--- config.mk ---
export PLATFORM = sky130hd
export DESIGN_NAME = midi_running_status_parser
export DESIGN_NICKNAME = d
export VERILOG_FILES = /design/src/rtl/mrsp_pkg.sv /design/src/rtl/mrsp_in_reg.sv /design/src/rtl/mrsp_core.sv /design/src/rtl/mrsp_out_reg.sv /design/src/rtl/midi_running_status_parser.sv
export VERILOG_INCLUDE_DIRS = /design/src /design/src/rtl
export SDC_FILE = /design/constraint.sdc
export NUM_CORES = 1
export LEC_CHECK = 0
export ABC_AREA = 1
export BUFFER_PORTS_ARGS = -buffer_cell sky130_fd_sc_hd__clkbuf_2
export CAP_MARGIN = 10
export CORE_ASPECT_RATIO = 0.9
export CORE_MARGIN = 2
export CORE_UTILIZATION = 50
export DETAILED_ROUTE_END_ITERATION = 10
export PLACE_DENSITY = 0.82
export SLEW_MARGIN = 25
export SYNTH_ARGS = -nofsm -noshare
export SYNTH_HDL_FRONTEND = slang
export SYNTH_SLANG_ARGS = --single-unit
--- constraint.sdc ---
create_clock -name aclk -period 2.8 [get_ports aclk]
set_input_delay 0.42 -clock aclk [delete_from_list [all_inputs] [get_ports aclk]]
set_output_delay 0.42 -clock aclk [all_outputs]
set_load 0.1 [all_outputs]
--- src/rtl/midi_running_status_parser_defines.svh ---
// Assertion macros shared by the MIDI running status parser RTL.
// Included by modules that carry concurrent assertions; no other dependencies.
`ifndef MIDI_RUNNING_STATUS_PARSER_DEFINES_SVH
`define MIDI_RUNNING_STATUS_PARSER_DEFINES_SVH

`ifndef SYNTHESIS
`define MRSP_ASSERT(label, clk, rstn, prop) \
    label: assert property (@(posedge clk) disable iff (!(rstn)) prop) \
        else $error("mrsp assertion failed");
`define MRSP_ASSERT_ALWAYS(label, clk, prop) \
    label: assert property (@(posedge clk) prop) \
        else $error("mrsp assertion failed");
`else
`define MRSP_ASSERT(label, clk, rstn, prop)
`define MRSP_ASSERT_ALWAYS(label, clk, prop)
`endif

`endif

--- src/rtl/mrsp_pkg.sv ---
// Types and constants for the MIDI running status parser.
// No dependencies; imported by mrsp_core, mrsp_out_reg and the top level.
`timescale 1ns / 1ps

package mrsp_pkg;

    typedef enum logic [2:0] {
        KIND_REALTIME = 3'd0,
        KIND_NOTE_OFF = 3'd1,
        KIND_NOTE_ON  = 3'd2,
        KIND_CTRL     = 3'd3,
        KIND_PROGRAM  = 3'd4,
        KIND_BEND     = 3'd5
    } kind_t;

    localparam logic [3:0] GRP_NOTE_OFF = 4'h8;
    localparam logic [3:0] GRP_NOTE_ON  = 4'h9;
    localparam logic [3:0] GRP_POLY_PRS = 4'hA;
    localparam logic [3:0] GRP_CTRL     = 4'hB;
    localparam logic [3:0] GRP_PROGRAM  = 4'hC;
    localparam logic [3:0] GRP_CHAN_PRS = 4'hD;
    localparam logic [3:0] GRP_BEND     = 4'hE;
    localparam logic [3:0] GRP_SYSTEM   = 4'hF;

    localparam logic [7:0] BYTE_REALTIME_MIN = 8'hF8;

    localparam logic [1:0] EXPECT_NONE = 2'd0;
    localparam logic [1:0] EXPECT_ONE  = 2'd1;
    localparam logic [1:0] EXPECT_TWO  = 2'd2;

    typedef struct packed {
        kind_t      kind;
        logic [4:0] channel;
        logic [7:0] first_byte;
        logic [6:0] second_byte;
        logic [7:0] source;
    } msg_t;

endpackage

--- src/rtl/mrsp_in_reg.sv ---
// Input register stage of the MIDI running status parser.
// Depends on nothing beyond the clock and reset.
`timescale 1ns / 1ps

module mrsp_in_reg (
    input  logic       aclk,
    input  logic       aresetn,
    input  logic       s_tvalid,
    output logic       s_tready,
    input  logic [7:0] s_tdata,
    input  logic       advance,
    output logic       byte_valid,
    output logic [7:0] byte_data
);

    logic       valid_reg;
    logic       valid_next;
    logic [7:0] data_reg;

    assign s_tready   = !valid_reg || advance;
    assign valid_next = s_tready ? s_tvalid : valid_reg;

    always_ff @(posedge aclk) begin
        if (!aresetn) begin
            valid_reg <= 1'b0;
        end else begin
            valid_reg <= valid_next;
        end
    end

    always_ff @(posedge aclk) begin
        if (s_tready && s_tvalid) begin
            data_reg <= s_tdata;
        end
    end

    assign byte_valid = valid_reg;
    assign byte_data  = data_reg;

endmodule

--- src/rtl/mrsp_core.sv ---
// Running status state and message decode for the MIDI parser.
// Depends on mrsp_pkg and the assertion macros header.
`timescale 1ns / 1ps
`include "midi_running_status_parser_defines.svh"

module mrsp_core (
    input  logic          aclk,
    input  logic          aresetn,
    input  logic          byte_valid,
    input  logic [7:0]    byte_data,
    input  logic          advance,
    input  logic [7:0]    source_tag,
    output logic          res_valid,
    output mrsp_pkg::msg_t res_msg
);
    import mrsp_pkg::*;

    logic [7:0] status_reg;
    logic [7:0] status_next;
    logic [6:0] held_reg;
    logic [6:0] held_next;
    logic [1:0] expect_reg;
    logic [1:0] expect_next;
    logic       seen_reg;
    logic       seen_next;

    logic       fire;
    logic       fin;
    logic [6:0] fin_d1;
    logic [6:0] fin_d2;
    logic       has_res;
    msg_t       msg;

    assign fire = byte_valid && advance;

    always_comb begin
        status_next = status_reg;
        held_next   = held_reg;
        expect_next = expect_reg;
        seen_next   = seen_reg;
        fin         = 1'b0;
        fin_d1      = held_reg;
        fin_d2      = 7'd0;
        priority if (byte_data >= BYTE_REALTIME_MIN) begin
            // realtime leaves the state alone
        end else if (byte_data[7:4] == GRP_SYSTEM) begin
            status_next = 8'd0;
            seen_next   = 1'b0;
            expect_next = EXPECT_NONE;
        end else if (byte_data[7]) begin
            status_next = byte_data;
            seen_next   = 1'b0;
            expect_next = (byte_data[7:4] == GRP_PROGRAM || byte_data[7:4] == GRP_CHAN_PRS)
                          ? EXPECT_ONE : EXPECT_TWO;
        end else if (status_reg == 8'd0) begin
            // data without status is dropped
        end else if (!seen_reg) begin
            held_next = byte_data[6:0];
            if (expect_reg == EXPECT_ONE) begin
                fin    = 1'b1;
                fin_d1 = byte_data[6:0];
            end else begin
                seen_next = 1'b1;
            end
        end else begin
            seen_next = 1'b0;
            fin       = 1'b1;
            fin_d2    = byte_data[6:0];
        end
    end

    always_comb begin
        has_res         = 1'b0;
        msg.kind        = KIND_REALTIME;
        msg.channel     = 5'd0;
        msg.first_byte  = byte_data;
        msg.second_byte = 7'd0;
        msg.source      = source_tag;
        if (byte_data >= BYTE_REALTIME_MIN) begin
            has_res = 1'b1;
        end else if (fin) begin
            msg.channel     = {1'b0, status_reg[3:0]} + 5'd1;
            msg.first_byte  = {1'b0, fin_d1};
            msg.second_byte = fin_d2;
            unique case (status_reg[7:4])
                GRP_NOTE_ON: begin
                    has_res  = 1'b1;
                    msg.kind = (fin_d2 == 7'd0) ? KIND_NOTE_OFF : KIND_NOTE_ON;
                end
                GRP_NOTE_OFF: begin
                    has_res  = 1'b1;
                    msg.kind = KIND_NOTE_OFF;
                end
                GRP_CTRL: begin
                    has_res  = 1'b1;
                    msg.kind = KIND_CTRL;
                end
                GRP_PROGRAM: begin
                    has_res         = 1'b1;
                    msg.kind        = KIND_PROGRAM;
                    msg.second_byte = 7'd0;
                end
                GRP_BEND: begin
                    has_res  = 1'b1;
                    msg.kind = KIND_BEND;
                end
                default: begin
                    has_res = 1'b0;
                end
            endcase
        end
    end

    always_ff @(posedge aclk) begin
        if (!aresetn) begin
            status_reg <= 8'd0;
            expect_reg <= EXPECT_NONE;
            seen_reg   <= 1'b0;
        end else if (fire) begin
            status_reg <= status_next;
            expect_reg <= expect_next;
            seen_reg   <= seen_next;
        end
    end

    always_ff @(posedge aclk) begin
        if (fire) begin
            held_reg <= held_next;
        end
    end

    assign res_valid = fire && has_res;
    assign res_msg   = msg;

    `MRSP_ASSERT(a_seen_needs_two, aclk, aresetn, seen_reg |-> (status_reg != 8'd0 && expect_reg == EXPECT_TWO))
    `MRSP_ASSERT(a_status_is_channel, aclk, aresetn, (status_reg != 8'd0) |-> (status_reg[7] && status_reg[7:4] != GRP_SYSTEM))
    `MRSP_ASSERT(a_expect_tracks_status, aclk, aresetn, (status_reg == 8'd0) == (expect_reg == EXPECT_NONE))

endmodule

--- src/rtl/mrsp_out_reg.sv ---
// Output register of the MIDI running status parser; drives the result stream.
// Depends on mrsp_pkg.
`timescale 1ns / 1ps

module mrsp_out_reg (
    input  logic           aclk,
    input  logic           aresetn,
    input  logic           res_valid,
    input  mrsp_pkg::msg_t res_msg,
    output logic           advance,
    output logic           m_tvalid,
    input  logic           m_tready,
    output mrsp_pkg::msg_t m_msg
);
    import mrsp_pkg::*;

    logic valid_reg;
    logic valid_next;
    msg_t msg_reg;

    assign advance    = !valid_reg || m_tready;
    assign valid_next = advance ? res_valid : valid_reg;

    always_ff @(posedge aclk) begin
        if (!aresetn) begin
            valid_reg <= 1'b0;
        end else begin
            valid_reg <= valid_next;
        end
    end

    always_ff @(posedge aclk) begin
        if (advance && res_valid) begin
            msg_reg <= res_msg;
        end
    end

    assign m_tvalid = valid_reg;
    assign m_msg    = msg_reg;

endmodule

--- src/rtl/midi_running_status_parser.sv ---
// MIDI byte stream parser with running status: top level.
// Path: each accepted byte is registered in mrsp_in_reg, decoded by mrsp_core, then registered in mrsp_out_reg.
// Throughput: one byte per cycle; the stages advance together when the output is free.
// Reset (aresetn low, synchronous) clears running status, both valids and source_tag.
// Depends on mrsp_pkg, mrsp_in_reg, mrsp_core, mrsp_out_reg and the defines header.
`timescale 1ns / 1ps
`include "midi_running_status_parser_defines.svh"

module midi_running_status_parser (
    input  logic        aclk,
    input  logic        aresetn,
    input  logic        cfg_wr_en,
    input  logic [7:0]  cfg_wr_data,
    input  logic        s_tvalid,
    output logic        s_tready,
    input  logic [7:0]  s_tdata,   // [7:0] byte_in
    output logic        m_tvalid,
    input  logic        m_tready,
    // [4:0] channel, [12:5] first_byte, [19:13] second_byte, [27:20] source, [31:28] zero
    output logic [31:0] m_tdata,
    output logic [2:0]  m_tuser    // [2:0] kind
);
    import mrsp_pkg::*;

    logic [7:0] source_tag_reg;
    logic       advance;
    logic       byte_valid;
    logic [7:0] byte_data;
    logic       res_valid;
    msg_t       res_msg;
    msg_t       m_msg;

    always_ff @(posedge aclk) begin
        if (!aresetn) begin
            source_tag_reg <= 8'd0;
        end else if (cfg_wr_en) begin
            source_tag_reg <= cfg_wr_data;
        end
    end

    mrsp_in_reg u_in_reg (
        .aclk       (aclk),
        .aresetn    (aresetn),
        .s_tvalid   (s_tvalid),
        .s_tready   (s_tready),
        .s_tdata    (s_tdata),
        .advance    (advance),
        .byte_valid (byte_valid),
        .byte_data  (byte_data)
    );

    mrsp_core u_core (
        .aclk       (aclk),
        .aresetn    (aresetn),
        .byte_valid (byte_valid),
        .byte_data  (byte_data),
        .advance    (advance),
        .source_tag (source_tag_reg),
        .res_valid  (res_valid),
        .res_msg    (res_msg)
    );

    mrsp_out_reg u_out_reg (
        .aclk      (aclk),
        .aresetn   (aresetn),
        .res_valid (res_valid),
        .res_msg   (res_msg),
        .advance   (advance),
        .m_tvalid  (m_tvalid),
        .m_tready  (m_tready),
        .m_msg     (m_msg)
    );

    assign m_tuser = m_msg.kind;
    assign m_tdata = {4'd0, m_msg.source, m_msg.second_byte, m_msg.first_byte, m_msg.channel};

    `MRSP_ASSERT(a_realtime_fields, aclk, aresetn, (m_tvalid && m_tuser == KIND_REALTIME) |-> (m_tdata[4:0] == 5'd0 && m_tdata[12:10] == 3'b111 && m_tdata[19:13] == 7'd0))
    `MRSP_ASSERT(a_channel_range, aclk, aresetn, (m_tvalid && m_tuser != KIND_REALTIME) |-> (m_tdata[4:0] != 5'd0 && m_tdata[12] == 1'b0))

endmodule
# After elaboration in Yosys (flattened, before gate mapping)
# Cells that the tools add are included.
[totals]
regBits = 67
inputBits = 21
output_inout_bits = 37
elab_cells = 83
[classes]
add_sub_neg = 1
magnitude_cmp = 1
eq_ne = 10
n_mux = 34
n_bitwise = 6
reduce_logical = 18
[ops]
columns = ["operator", "n"]
rows = [
  ["$mux W7", 11],
  ["$eq A4 B4 Y1 const B", 8],
  ["$mux W15", 2],
  ["$mux W8", 2],
  ["$pmux W3 S5", 1],
  ["$mux W1", 14],
  ["$ge A8 B8 Y1 const B", 1],
  ["$logic_not A8 Y1", 1],
  ["$mux W2", 4],
  ["$logic_not A7 Y1", 1],
  ["$not A1 Y1", 6],
  ["$reduce_and A3 Y1", 2],
  ["$reduce_and A6 Y1", 1],
  ["$add A4 B1 Y5 const B", 1],
  ["$reduce_or A5 Y1", 1],
  ["$logic_and A1 B1 Y1", 4],
  ["$logic_or A1 B1 Y1", 3],
  ["$ne A3 B2 Y1 const B", 1],
  ["$reduce_or A3 Y1", 1],
  ["$eq A2 B1 Y1 const B", 1],
  ["$logic_not A1 Y1", 2],
  ["$reduce_bool A2 Y1", 1],
  ["$reduce_or A2 Y1", 1],
]

# Depth between registers and ports, before layout
[logic_depth]
ltp_word = 11
ltp_mapped = 10
mapped_depth_nobuf = 10

# Hierarchy
# Synthesis repeated with hierarchy kept, for this count alone.
[hier_totals]
cells_unflattened = 272
hier_area_um2 = 2851.5
[modules_own_cells]
columns = ["mod", "n_inst", "cells_each", "area_per_inst_um2", "seq_area_each_um2"]
rows = [
  ["mrsp_core", 1, 163, 1187.4, 430.4],
  ["mrsp_out_reg", 1, 38, 982.2, 950.9],
  ["midi_running_status_parser", 1, 56, 390.4, 160.2],
  ["mrsp_in_reg", 1, 15, 291.5, 260.2],
]

# Worst setup path before layout
# No wires, ideal clock.
[synth_timing]
kind = "reg-to-reg"
startpoint = "register u_out_reg.valid_reg (netlist: u_out_reg.m_tvalid)"
endpoint = "register u_in_reg.data_reg[0] (netlist: u_in_reg.byte_data[0]) (enable)"
setup_ns = 0.279
arrival_ns = 2.462
t_required_ns = 2.521
slack_ns = 0.059
path_stages_with_launch = 4
n_path_buf = 0
period_less_slack_ns = 2.741
cell_sequence = "dfxtp_1 > nand3_1 > nand2_1 > inv_1"
[synth_between]
elab_chain_len = 4
[synth_lines]
columns = ["element", "line_no", "text"]
rows = [
  ["start: declaration", "mrsp_out_reg.sv:17", "logic valid_reg;"],
  ["start signal: assignment", "mrsp_out_reg.sv:28", "valid_reg <= valid_next;"],
  ["$logic_not A1 Y1", "mrsp_out_reg.sv:21", "assign advance = !valid_reg || m_tready;"],
  ["$logic_or A1 B1 Y1", "mrsp_out_reg.sv:21", ""],
  ["$logic_or A1 B1 Y1", "mrsp_in_reg.sv:20", "assign s_tready = !valid_reg || advance;"],
  ["via s_tready", "midi_running_status_parser.sv:15", "output logic s_tready,"],
  ["$logic_and A1 B1 Y1", "mrsp_in_reg.sv:32", "if (s_tready && s_tvalid) begin"],
  ["end signal: assignment", "mrsp_in_reg.sv:33", "data_reg <= s_tdata;"],
  ["end: declaration", "mrsp_in_reg.sv:18", "logic [7:0] data_reg;"],
]
# The timed path passes the listed nets, and every way through them passes these cells.
# A chain may end at the register's enable or synchronous reset.

# Final worst setup path
[layout_timing]
startpoint = "register u_in_reg.data_reg[7] (netlist: u_in_reg.byte_data[7])"
endpoint = "register u_out_reg.msg_reg (netlist bit u_out_reg.m_msg[23]) (enable)"
[layout_between]
elab_chain_len = 7
word_cells_on_any_way = 9
classes_between = "1 x order compare; 1 x eq/ne; 5 x mux; 2 x reduce/logical"
[layout_lines]
columns = ["element", "line_no", "text"]
rows = [
  ["parallel branches: the longest is 4 deep, another holds $ge A8 B8 Y1", "--", ""],
  ["$mux W1 (*)", "mrsp_core.sv:79", "if (byte_data >= BYTE_REALTIME_MIN) begin"],
  ["$logic_and A1 B1 Y1 (*)", "mrsp_core.sv:132", "assign res_valid = fire && has_res;"],
  ["$logic_and A1 B1 Y1 (*)", "mrsp_out_reg.sv:33", "if (advance && res_valid) begin"],
  ["end signal: assignment", "mrsp_out_reg.sv:34", "msg_reg <= res_msg;"],
  ["end: declaration", "mrsp_out_reg.sv:19", "msg_t msg_reg;"],
]
# Every way passes the cells marked *.

==> results_dict.tcl <==
set metrics [dict create \
    grtUsageTotal_pct 17.85 \
    cts_tree "built" \
    area_delta_synth_final_pct 21.54 \
    crit_required_ns 2.81 \
    crit_family "buffers and inverters" \
    p_int_w 0.001842 \
    largest_reg_flops 31 \
    dpl_cell_area_mm2 0.003089 \
    pwr-share-clk_pct 44.5 \
    yosysUniqueCellTypes 30 \
    die_area_mm2 0.006153 \
    crit_fanout 28 \
    cts_resized 0 \
    drc 0 \
    synthXorXnorAreaFrac_pct 0.3162 \
    fin_skew_ns 0.004879 \
    grt_max_degree 29 \
    clk_latency_ns 0.34 \
    powerDensity_mw_per_mm2 704.8 \
    overflow 0 \
    synth_top_family_by_area "simple AND/OR/NAND/NOR gates" \
    critPathLaunchType "flop" \
    first_iter_violations 191 \
    synth-main-ff-cell "edfxtp_1" \
    core_mm2 0.005286 \
    cts.sinks 67 \
    rsz0062_at_grt "no" \
    grt_pass1_vias 1765 \
    fin_area_mm2 0.003367 \
    vias_per_cell 4.896 \
    layout-drive-gt1-share_pct 28.06 \
    die_h_um 74.62 \
    cts_buffers 9 \
    max_freq_mhz 492.7 \
    syn_area_per_cell_um2 10.30 \
    post-route-util_pct 63.69 \
    swShare_pct 22.39 \
    crit_path_top_delay_cell "edfxtp_1" \
    post_cts_buffers 0 \
    grt_first_pass_wirelength_um 7879 \
    cp_num_buf_inv 4 \
    postCtsHoldBufs 0 \
    cts-root-buf "clkbuf_8" \
    placement.io_buffers 53 \
    setup_viol 0 \
    diodes 0 \
    initial_core_util_pct 52.40 \
    routed-via-count 1968 \
    p_seq_share_pct 47.4 \
    yosysSeqAreaShare_pct 65.04 \
    drtAntennaViolNets 0 \
    ys_seq_elements 67 \
    dr.pass1.iters 4 \
    hold_viol 0 \
    cap_violations 0 \
    tightest_slew_ns 0.5482 \
    final_nets 353 \
    p_comb_share_pct 8.1 \
    io_pins 58 \
    synthCells 269 \
    gp_congestion 0.8403 \
    synthMuxAreaShare_pct 0 \
    wl_per_cell_um 12.38 \
    p_leak_nw 1.403 \
    antenna_found_initial 0 \
    synth-edff-count 46 \
    cp-end-kind "flop" \
    num_rows 25 \
    slowest_delay_ns 0.55 \
    dp_hpwl_um 3539 \
    clk_pin_slew_ns 0.07 \
    crit_chain "nand2_1 -> inv_1 -> nand3_1 -> nor2_1 -> inv_1 -> nand2_1 -> nand2_1 -> inv_1 -> buf_4" \
    hold_path.class "input port to flop" \
    cts_buffer_depth 2 \
    power_switching_w 0.0005313 \
    peakVddDrop_mv 0.3635 \
    status "finished, final reports clean" \
    maxSlewHeadroom_pct 63.61 \
    synth_warnings 0 \
    synth-compound-area-share_pct 8.266 \
    maxSlewViolCount 0 \
    crit_arrival_ns 2.04 \
    synth-async-reset-ratio_pct 0 \
    synthSimpleGateAreaFrac_pct 18.11 \
    synth_area_mm2 0.002770 \
    setup_tns_ns 0 \
    period_share_pct 72.48 \
    criticalPathCategory "flop to flop" \
    wl_um 4977 \
    synth_fa_ha_area_share_pct 0.9033 \
    die_w_um 82.46 \
    period_minus_slack_ns 2.030 \
    htreeDepth 3 \
]
-- cell usage after synthesis (2+ instances only) --
| library cell | instances | area (µm²) |
|---|---|---|
| dfxtp_1 | 21 | 420.4 |
| inv_1 | 29 | 108.9 |
| a21oi_1 | 17 | 85.08 |
| buf_4 | 5 | 37.54 |
| nor2_2 | 4 | 25.02 |
| nand3_1 | 7 | 35.03 |
| nand2_1 | 49 | 183.9 |
| inv_2 | 7 | 26.28 |
| nor3_2 | 3 | 30.03 |
| nand2_2 | 2 | 12.51 |
| nor2_1 | 42 | 157.7 |
| edfxtp_1 | 46 | 1381 |
| o21ai_1 | 5 | 25.02 |
| nand2_4 | 2 | 22.52 |
| ha_1 | 2 | 25.02 |
| nor4_1 | 2 | 12.51 |
| o21ai_0 | 13 | 65.06 |
-- through the flow --
step / power, W / instances / worst slack (ns) / hold WS [ns]
2_1_floorplan: 0.001294 / 272 / 0.05877 / 0.4029
4_1_cts: 0.002386 / 402 / 0.8047 / 0.2448
5_1_grt: 0.002454 / 402 / 0.6248 / 0.2441
3_3_place_gp: 0.001330 / 386 / 0.9002 / 0.4080
6_report: 0.002373 / 402 / 0.7705 / 0.2566
3_5_place_dp: 0.001337 / 386 / 0.8097 / 0.4122
-- power groups by stage --
stage	combinational (W)	clock, W	sequential, W
2_1_floorplan	0.000138	0	0.00116
3_3_place_gp	0.000188	0	0.00114
3_5_place_dp	0.000192	0	0.00114
4_1_cts	0.000193	0.00107	0.00112
5_1_grt	0.000213	0.00112	0.00113
6_report	0.000193	0.00106	0.00112
-- cell families (layout without fill, tap and decap cells) --
| logic type | count (synthesis) | after routing |
|---|---|---|
| AOI/OAI and AO/OA | 39 | 39 |
| xor gates and xnor gates | 1 | 1 |
| adders and majority gates | 2 | 2 |
| buffers and inverters | 46 | 109 |
| DFF | 67 | 67 |
| other | 1 | 4 |
| and+or+nand+nor | 113 | 113 |
-- layout by cell type, fill, tap and decap left out, drive strengths merged --
master,instances
buf,2
inv,36
nand3,8
clkbuf,64
edfxtp,46
a21oi,19
nor4,2
bufinv,3
o31ai,1
dfxtp,21
clkinv,4
nor3,4
nor2,46
conb,4
ha,2
o21ai,18
o211ai,1
nand2,53
xor2,1
-- path summary, 6_finish.rpt --
| path | startpoint | end | slack (ns) | cells after the start |
|---|---|---|---|---|
| max | u_in_reg.byte_data[7] | u_out_reg.m_msg[23] | 0.77 | 9 |
| min | s_tdata[4] | u_in_reg.byte_data[4] | 0.26 | 1 |
| max reg2reg | u_in_reg.byte_data[7] | u_out_reg.m_msg[23] | 0.77 | 9 |
| min reg2reg | source_tag_reg[4] | u_out_reg.m_msg[4] | 0.43 | 0 |
-- routing by layer --
layer / track usage (%) / routed length (µm)
met5: 0 / 0
met4: 8.704 / 110
met3: 5.995 / 368
met2: 27.06 / 2275
met1: 23.23 / 2223
-- area by class of cell --
class                   count  area [µm²]
inverters                  38       143.9
clock inverters             5       103.9
well taps                  67       83.83
flip-flops and latches     67        1802
repair buffers             55       280.3
clock buffers              11       173.9
multi-input cells         159       779.5
fillers                   427        1919
No activity file was read; power rests on OpenSTA's default activity.
